==> config.mk <==
export PLATFORM = sky130hd
export DESIGN_NAME = pdw_walk_ctrl
export DESIGN_NICKNAME = d
export VERILOG_FILES = /design/src/pdw_pkg.sv /design/src/pdw_walk_ctrl.sv
export SDC_FILE = /design/constraint.sdc
export NUM_CORES = 1
export LEC_CHECK = 0
export BUFFER_PORTS_ARGS = -buffer_cell sky130_fd_sc_hd__buf_2
export CAP_MARGIN = 40
export CORE_MARGIN = 2
export CORE_UTILIZATION = 30
export CTS_CLUSTER_SIZE = 30
export DETAILED_ROUTE_END_ITERATION = 8
export SLEW_MARGIN = 5
export SYNTH_ARGS = -nofsm -noshare
export SYNTH_HDL_FRONTEND = slang
export SYNTH_SLANG_ARGS = --single-unit
export TNS_END_PERCENT = 5
==> constraint.sdc <==
create_clock -name clock -period 3.8 [get_ports clock]
set_input_delay 0.76 -clock clock [delete_from_list [all_inputs] [get_ports clock]]
set_output_delay 0.76 -clock clock [all_outputs]
set_load 0.02 [all_outputs]
==> src/pdw_pkg.sv <==
package pdw_pkg;

   localparam int DEF_ENTRY_DEPTH     = 65536;
   localparam int DEF_MAX_WORD_LENGTH = 64;

   localparam logic [1:0] KIND_WRITE   = 2'd0;
   localparam logic [1:0] KIND_START   = 2'd1;
   localparam logic [1:0] KIND_ADVANCE = 2'd2;

   localparam int KIND_W       = 2;
   localparam int ADDR_W       = 16;
   localparam int WORD_W       = 32;
   localparam int INDEX_W      = 16;
   localparam int LETTER_W     = 5;
   localparam int DEPTH_W      = 6;
   localparam int CHILD_W      = 25;
   localparam int COUNT_W      = 24;
   localparam int REQ_TDATA_W  = 48;
   localparam int RSP_TDATA_W  = 56;
   localparam int RSP_PAD_W    = RSP_TDATA_W - INDEX_W - LETTER_W - DEPTH_W - 1 - COUNT_W;

   localparam logic [COUNT_W-1:0] COUNT_MAX = {COUNT_W{1'b1}};

   typedef struct packed {
      logic [CHILD_W-1:0]  child;
      logic                end_node;
      logic                end_word;
      logic [LETTER_W-1:0] letter;
   } entry_type;

   typedef struct packed {
      logic [INDEX_W-1:0]  entry_index;
      logic [LETTER_W-1:0] letter_code;
      logic [DEPTH_W-1:0]  walk_depth;
      logic                ends_word;
      logic [COUNT_W-1:0]  word_total;
      logic                walk_done;
      logic                walk_error;
   } result_type;

endpackage

==> src/pdw_walk_ctrl.sv <==
module pdw_walk_ctrl
   import pdw_pkg::*;
#(
   parameter int  ENTRY_DEPTH     = DEF_ENTRY_DEPTH,
   parameter int  MAX_WORD_LENGTH = DEF_MAX_WORD_LENGTH,
   localparam int IW = (ENTRY_DEPTH > 1) ? $clog2(ENTRY_DEPTH) : 1,
   localparam int SW = (MAX_WORD_LENGTH > 1) ? $clog2(MAX_WORD_LENGTH) : 1
) (
   input  logic               clock,
   input  logic               reset,
   input  logic               req_valid,
   output logic               req_ready,
   input  logic [KIND_W-1:0]  req_kind,
   input  logic [ADDR_W-1:0]  req_address,
   input  logic [WORD_W-1:0]  req_word,
   output logic               rsp_valid,
   input  logic               rsp_ready,
   output result_type         rsp_result,
   output logic               ent_wr_en,
   output logic [IW-1:0]      ent_wr_addr,
   output logic [WORD_W-1:0]  ent_wr_data,
   output logic               ent_rd_en,
   output logic [IW-1:0]      ent_rd_addr,
   input  logic [WORD_W-1:0]  ent_rd_data,
   output logic               stk_wr_en,
   output logic [SW-1:0]      stk_wr_addr,
   output logic [IW-1:0]      stk_wr_data,
   output logic               stk_rd_en,
   output logic [SW-1:0]      stk_rd_addr,
   input  logic [IW-1:0]      stk_rd_data
);

   localparam logic [32:0] EC_LIMIT  = 33'(ENTRY_DEPTH);
   localparam logic [32:0] LVL_LIMIT = 33'(MAX_WORD_LENGTH);

   typedef enum logic [4:0] {
      ST_IDLE    = 5'b00001,
      ST_EVAL    = 5'b00010,
      ST_POP_STK = 5'b00100,
      ST_POP_ENT = 5'b01000,
      ST_FINISH  = 5'b10000
   } walk_state_type;

   walk_state_type     state_ff, state_in;
   logic               active_ff, active_in;
   logic [SW-1:0]      level_ff, level_in;
   logic [IW-1:0]      cur_ff, cur_in;
   logic [COUNT_W-1:0] words_ff, words_in;
   result_type         hold_ff, hold_in;
   logic               rsp_valid_ff, rsp_valid_in;
   result_type         rsp_data_ff, rsp_data_in;

   entry_type          ent;
   logic               accept;
   logic               can_emit;
   logic [COUNT_W-1:0] count_next;

   assign ent       = entry_type'(ent_rd_data);
   assign req_ready = (state_ff == ST_IDLE);
   assign accept    = req_valid && req_ready;
   assign can_emit  = !rsp_valid_ff || rsp_ready;
   assign count_next = (ent.end_word && (words_ff != COUNT_MAX)) ? words_ff + COUNT_W'(1)
                                                                  : words_ff;

   assign ent_wr_en   = accept && (req_kind == KIND_WRITE) && (33'(req_address) < EC_LIMIT);
   assign ent_wr_addr = IW'(req_address);
   assign ent_wr_data = req_word;
   assign ent_rd_addr = (state_ff == ST_POP_STK) ? stk_rd_data : cur_ff;

   assign stk_wr_addr = level_ff;
   assign stk_wr_data = cur_ff;
   assign stk_rd_addr = level_ff - SW'(1);

   always_comb begin
      state_in     = state_ff;
      active_in    = active_ff;
      level_in     = level_ff;
      cur_in       = cur_ff;
      words_in     = words_ff;
      hold_in      = hold_ff;
      rsp_valid_in = rsp_valid_ff && !rsp_ready;
      rsp_data_in  = rsp_data_ff;
      ent_rd_en    = 1'b0;
      stk_wr_en    = 1'b0;
      stk_rd_en    = 1'b0;

      unique case (state_ff)
         ST_IDLE: begin
            if (accept) begin
               unique case (req_kind)
                  KIND_START: begin
                     active_in = 1'b1;
                     level_in  = '0;
                     cur_in    = '0;
                     words_in  = '0;
                  end
                  KIND_ADVANCE: begin
                     if (active_ff) begin
                        ent_rd_en = 1'b1;
                        state_in  = ST_EVAL;
                     end
                  end
                  default: begin
                  end
               endcase
            end
         end
         ST_EVAL: begin
            hold_in.entry_index = INDEX_W'(cur_ff);
            hold_in.letter_code = ent.letter;
            hold_in.walk_depth  = DEPTH_W'(level_ff);
            hold_in.ends_word   = ent.end_word;
            hold_in.word_total  = count_next;
            hold_in.walk_done   = 1'b0;
            hold_in.walk_error  = 1'b0;
            words_in            = count_next;
            state_in            = ST_FINISH;
            if (ent.child != '0) begin
               if ((33'(level_ff) + 33'd1 >= LVL_LIMIT) || (33'(ent.child) >= EC_LIMIT)) begin
                  hold_in.walk_error = 1'b1;
                  active_in          = 1'b0;
               end else begin
                  stk_wr_en = 1'b1;
                  level_in  = level_ff + SW'(1);
                  cur_in    = IW'(ent.child);
               end
            end else if (!ent.end_node) begin
               if (33'(cur_ff) + 33'd1 >= EC_LIMIT) begin
                  hold_in.walk_error = 1'b1;
                  active_in          = 1'b0;
               end else begin
                  cur_in = cur_ff + IW'(1);
               end
            end else if (level_ff == '0) begin
               hold_in.walk_done = 1'b1;
               active_in         = 1'b0;
            end else begin
               stk_rd_en = 1'b1;
               level_in  = level_ff - SW'(1);
               state_in  = ST_POP_STK;
            end
         end
         ST_POP_STK: begin
            ent_rd_en = 1'b1;
            state_in  = ST_POP_ENT;
         end
         ST_POP_ENT: begin
            state_in = ST_FINISH;
            if (!ent.end_node) begin
               if (33'(stk_rd_data) + 33'd1 >= EC_LIMIT) begin
                  hold_in.walk_error = 1'b1;
                  active_in          = 1'b0;
               end else begin
                  cur_in = stk_rd_data + IW'(1);
               end
            end else if (level_ff == '0) begin
               hold_in.walk_done = 1'b1;
               active_in         = 1'b0;
            end else begin
               stk_rd_en = 1'b1;
               level_in  = level_ff - SW'(1);
               state_in  = ST_POP_STK;
            end
         end
         ST_FINISH: begin
            if (can_emit) begin
               rsp_valid_in = 1'b1;
               rsp_data_in  = hold_ff;
               state_in     = ST_IDLE;
            end
         end
         default: begin
            state_in = ST_IDLE;
         end
      endcase
   end

   always_ff @(posedge clock) begin
      if (reset) begin
         state_ff     <= ST_IDLE;
         active_ff    <= 1'b0;
         level_ff     <= '0;
         cur_ff       <= '0;
         words_ff     <= '0;
         rsp_valid_ff <= 1'b0;
      end else begin
         state_ff     <= state_in;
         active_ff    <= active_in;
         level_ff     <= level_in;
         cur_ff       <= cur_in;
         words_ff     <= words_in;
         rsp_valid_ff <= rsp_valid_in;
      end
   end

   always_ff @(posedge clock) begin
      hold_ff     <= hold_in;
      rsp_data_ff <= rsp_data_in;
   end

   assign rsp_valid  = rsp_valid_ff;
   assign rsp_result = rsp_data_ff;

endmodule

# Word level (Yosys, flattened, before mapping)
# Cells that the tools add are included.
[totals]
in_bits = 102
regBits = 161
[classes]
addsub = 8
n_lt_le_gt_ge = 4
n_eq_ne = 24
muxes = 64
n_reduce_logical = 22
[op_table]
columns = ["op", "n"]
rows = [
  ["16-bit 2-to-1 mux", 9],
  ["24-bit 2-to-1 mux", 3],
  ["16-bit case mux with 3 select lines", 1],
  ["24-bit case mux with 2 select lines", 1],
  ["6-bit 2-to-1 mux", 6],
  ["5-bit 2-to-1 mux", 7],
  ["16-bit by 1-bit adder with 17-bit output (second input constant)", 2],
  ["17-bit >= comparator (second input constant)", 2],
  ["16-bit by 1-bit adder with 16-bit output (second input constant)", 2],
  ["1-bit 2-to-1 mux", 31],
  ["25-bit by 17-bit >= comparator with 1-bit output (second input constant)", 1],
  ["5-bit case mux with 5 select lines", 1],
  ["25-bit nonzero test", 1],
  ["24-bit by 1-bit adder with 24-bit output (second input constant)", 1],
  ["24-bit inequality test (second input constant)", 1],
  ["6-bit case mux with 3 select lines", 1],
  ["3-bit inequality test (second input constant)", 5],
  ["2-bit inequality test (second input constant)", 6],
  ["3-bit AND reduction", 3],
  ["2-bit by 1-bit inequality test with 1-bit output (second input constant)", 4],
  ["4-bit AND reduction", 2],
  ["8-bit AND reduction", 1],
  ["6-bit by 1-bit adder with 7-bit output (second input constant)", 1],
  ["7-bit >= comparator (second input constant)", 1],
  ["22 further kinds", 29],
]

# Depth between registers and ports, before layout
[logic_depth]
depth_word = 6
ltp_mapped = 10
mapped_depth_nobuf = 8

# Worst setup path after synthesis
# Ideal clock, no wire load.
[synth_path]
path_kind = "input to register"
from = "input rsp_ready"
to = "register rsp_data_ff, in the netlist rsp_result[0] (enable)"
n_path_buf = 0
arrival_time_ns = 3.304
path_slack_ns = 0.024
required_time_ns = 3.328
setup_ns = 0.472
cell_stages = 2
path_cell_list = "nand2b_1 > nor2b_1"
[synth_via]
elab_chain_cells = 2
[synth_lines]
columns = ["item", "line_no", "text"]
rows = [
  ["start: declaration", "pdw_walk_ctrl.sv:17", "input logic rsp_ready,"],
  ["1-bit logical OR", "pdw_walk_ctrl.sv:61", "assign can_emit = !rsp_valid_ff || rsp_ready;"],
  ["2-bit AND reduction (no line)", "--", ""],
  ["end signal: assignment", "pdw_walk_ctrl.sv:198", "rsp_data_ff <= rsp_data_in;"],
  ["end: declaration", "pdw_walk_ctrl.sv:51", "result_type rsp_data_ff, rsp_data_in;"],
]
# No other way between the ends.
# A chain may end at the register's enable or synchronous reset.

# Final worst setup path
[layout_path]
from = "input ent_rd_data[10]"
to = "output stk_rd_en"
[layout_via]
elab_chain_cells = 3
[layout_lines]
columns = ["item", "line_no", "text"]
rows = [
  ["start: declaration", "pdw_walk_ctrl.sv:24", "input logic [WORD_W-1:0] ent_rd_data,"],
  ["25-bit nonzero test", "pdw_walk_ctrl.sv:118", "if (ent.child != '0) begin"],
  ["1-bit 2-to-1 mux", "pdw_walk_ctrl.sv:118", ""],
  ["1-bit case mux with 2 select lines", "pdw_walk_ctrl.sv:87", "unique case (state_ff)"],
  ["end: declaration", "pdw_walk_ctrl.sv:28", "output logic stk_rd_en,"],
]
# No other way between the ends.

==> results.sh <==
export IMPL_synthCells=717
export IMPL_worst_pin_slew_ps=888
export IMPL_grt_max_degree=56
export IMPL_drive_gt1_share_pct=30.0
export IMPL_num_vias=6004
export IMPL_place_congestion=0.847
export IMPL_start_util_pct=30.5
export IMPL_hold_class="register to register"
export IMPL_startpoint_type="input pin"
export IMPL_clockBufferDepth=2
export IMPL_hold_buffers=0
export IMPL_die_area_mm2=0.0278
export IMPL_crit_path_end_kind="output pin"
export IMPL_power_total_mw=3.72
export IMPL_cts_root_buf="clkbuf_16"
export IMPL_vdd_ir_drop_max_mv=0.215
export IMPL_finalCritPeriodShare_pct=89.1
export IMPL_ant_nets=0
export IMPL_ys_warn_count=0
export IMPL_cts_sinks=161
export IMPL_synth_flop_cell="edfxtp_1"
export IMPL_cts_made_buffers=17
export IMPL_rsz0062_at_grt="false"
export IMPL_dp_slack_ps=443
export IMPL_grtUsageTotal_pct=14.1
export IMPL_worstPathArrival_ps=2630
export IMPL_cts_setup_buffers=0
export IMPL_die_x_um=167
export IMPL_synth_top_area_share_pct=40.8
export IMPL_powerDensity_mw_per_mm2=397
export IMPL_p_leak_nw=3.44
export IMPL_die_height_um=167
export IMPL_synthArstFlopShare_pct=0
export IMPL_run_status="finished clean"
export IMPL_finalSetupViolCount=0
export IMPL_syn_area_mm2=0.00795
export IMPL_yosys_top_cells_area="edfxtp_1 (41%), dfxtp_1 (13%), buf_4 (4.5%), xnor2_1 (3.1%), mux2_2 (2.1%)"
export IMPL_diodes=0
export IMPL_yosysTopAreaCell="edfxtp_1"
export IMPL_synth_nets=824
export IMPL_wire_per_inst_um=16.9
export IMPL_yosysSeqAreaShare_pct=54.2
export IMPL_clk_pin_slew_ps=60
export IMPL_fp_row_count=59
export IMPL_dp_final_hpwl_um=14500
export IMPL_fmax_mhz=295
export IMPL_portBuffers=157
export IMPL_syn_area_per_cell_um2=11.1
export IMPL_grt_pass1_wl_um=30900
export IMPL_synth_edf_count=108
export IMPL_overflow=0
export IMPL_crit_type="input pin to output pin"
export IMPL_cts_resized=0
export IMPL_finalNetCount=937
export IMPL_max_slew_margin_pct=40.6
export IMPL_area_growth_pct=17.9
export IMPL_final_util_pct=35.9
export IMPL_dp_cells=1146
export IMPL_tns_ps=0
export IMPL_r2r_setup_slack_ps=1000
export IMPL_period_minus_slack_ps=3390
export IMPL_ys_types=72
export IMPL_drv_slew=0
export IMPL_ios=254
export IMPL_drt_pre_antenna_iters=5
export IMPL_cp_max_fo=2
export IMPL_drc=0
export IMPL_worst_slack_ps=413
export IMPL_finalHoldViolations=0
export IMPL_htree_levels=4
export IMPL_core_area_mm2=0.0261
export IMPL_maxCapViolCount=0
export IMPL_grt_pass1_vias=5531
export IMPL_vias_per_cell=5.10
export IMPL_fin_cells=1178
export IMPL_drt_iter0_drc=444
export IMPL_insertion_delay_ps=420
export IMPL_antenna_found_initial=0
export IMPL_ys_ff_latch=161
export IMPL_skew_ps=12.4
export IMPL_cts_tree="built"
export IMPL_cp_required_ps=3040
export IMPL_wl_um=19900
metrics by stage:
stage / hold slack, ps / cell area, um2
floorplan: 400 / 7950
global placement: 400 / 8760
detailed placement: 405 / 8770
CTS: 417 / 9370
global route: 424 / 9370
finish: 417 / 9370
cell type report:
type | count | area (um2)
repair buffers | 177 | 931
flip-flops and latches | 161 | 4300
fillers | 2573 | 16700
inverters | 25 | 93.8
well taps | 335 | 419
clock inverters | 13 | 161
clock buffers | 19 | 433
multi-input cells | 448 | 3020
report_power, final:
group / internal, mW / leakage (nW) / total (mW) / switching (mW)
registers: 1.85 / 1.41 / 1.85 / 0.00404
logic: 0.0500 / 1.75 / 0.128 / 0.0780
clock network: 1.04 / 0.283 / 1.74 / 0.699
total: 2.94 / 3.44 / 3.72 / 0.781
state kept, by name, summed over array words and instances, names as in the netlist:
signal,flops
active_ff,1
hold_ff,54
rsp_result,54
rsp_valid,1
state_ff,5
stk_wr_addr,6
stk_wr_data,16
words_ff,24
cells in the mapped netlist, drive strengths merged (11+ instances only):
| cell type | count |
|---|---|
| nor2 | 40 |
| o21ai | 34 |
| nor3 | 20 |
| nand2 | 43 |
| a211oi | 16 |
| clkbuf | 27 |
| xor2 | 14 |
| o32ai | 13 |
| edfxtp | 108 |
| mux2 | 15 |
| nand2b | 11 |
| a31oi | 16 |
| nor4 | 13 |
| dfxtp | 53 |
| a21oi | 32 |
| nand4 | 17 |
| inv | 24 |
| buf | 56 |
| nand3 | 27 |
| xnor2 | 28 |
worst max-delay path: stages:
cell and delay, ps:
buf_2 110, nor4_1 610, nand4_1 240, or3_1 410, a21oi_1 270, buf_2 220
cells in the final DEF (no fill, tap or decap), types with 14 or more instances in the layout:
cell,n
nand4_1,16
nor3_1,19
edfxtp_1,108
buf_4,18
o21ai_0,32
a31oi_1,16
a21oi_1,31
dfxtp_1,53
nand3_1,26
inv_1,24
xor2_1,14
nor2_1,39
mux2_2,15
nand2_1,42
buf_2,159
a211oi_1,15
clkbuf_16,17
xnor2_1,28
path summary, 6_finish.rpt:
| check | startpoint | end | cells past startpoint |
|---|---|---|---|
| setup / recovery | ent_rd_data[10] | stk_rd_en | 6 |
| hold / removal | hold_ff[51] | rsp_result[51] | 0 |
| setup reg to reg | state_ff[0] | words_ff[0] | 8 |
| hold reg to reg | hold_ff[51] | rsp_result[51] | 0 |
kinds of logic after synthesis:
| logic type | count (synthesis) | share of synthesized area, % |
|---|---|---|
| and+or+nand+nor | 223 | 15.5 |
| AOI/OAI and AO/OA | 162 | 14.8 |
| DFF | 161 | 54.2 |
| buffers and inverters | 108 | 7.89 |
| xor gates and xnor gates | 42 | 4.63 |
| muxes | 16 | 2.25 |
| adders and majority gates | 5 | 0.787 |
metal layers:
layer | part of all wire (%) | routed length (um) | vias up | global-route usage, %
met5 | 0 | 0 | - | 0
met4 | 1.2 | 244 | 0 | 3.90
met3 | 5.8 | 1160 | 17 | 3.64
met2 | 47 | 9440 | 230 | 22.7
met1 | 46 | 9080 | 2883 | 18.9
li1 | - | - | 2874 | -
(Power assumes the default switching activity.)
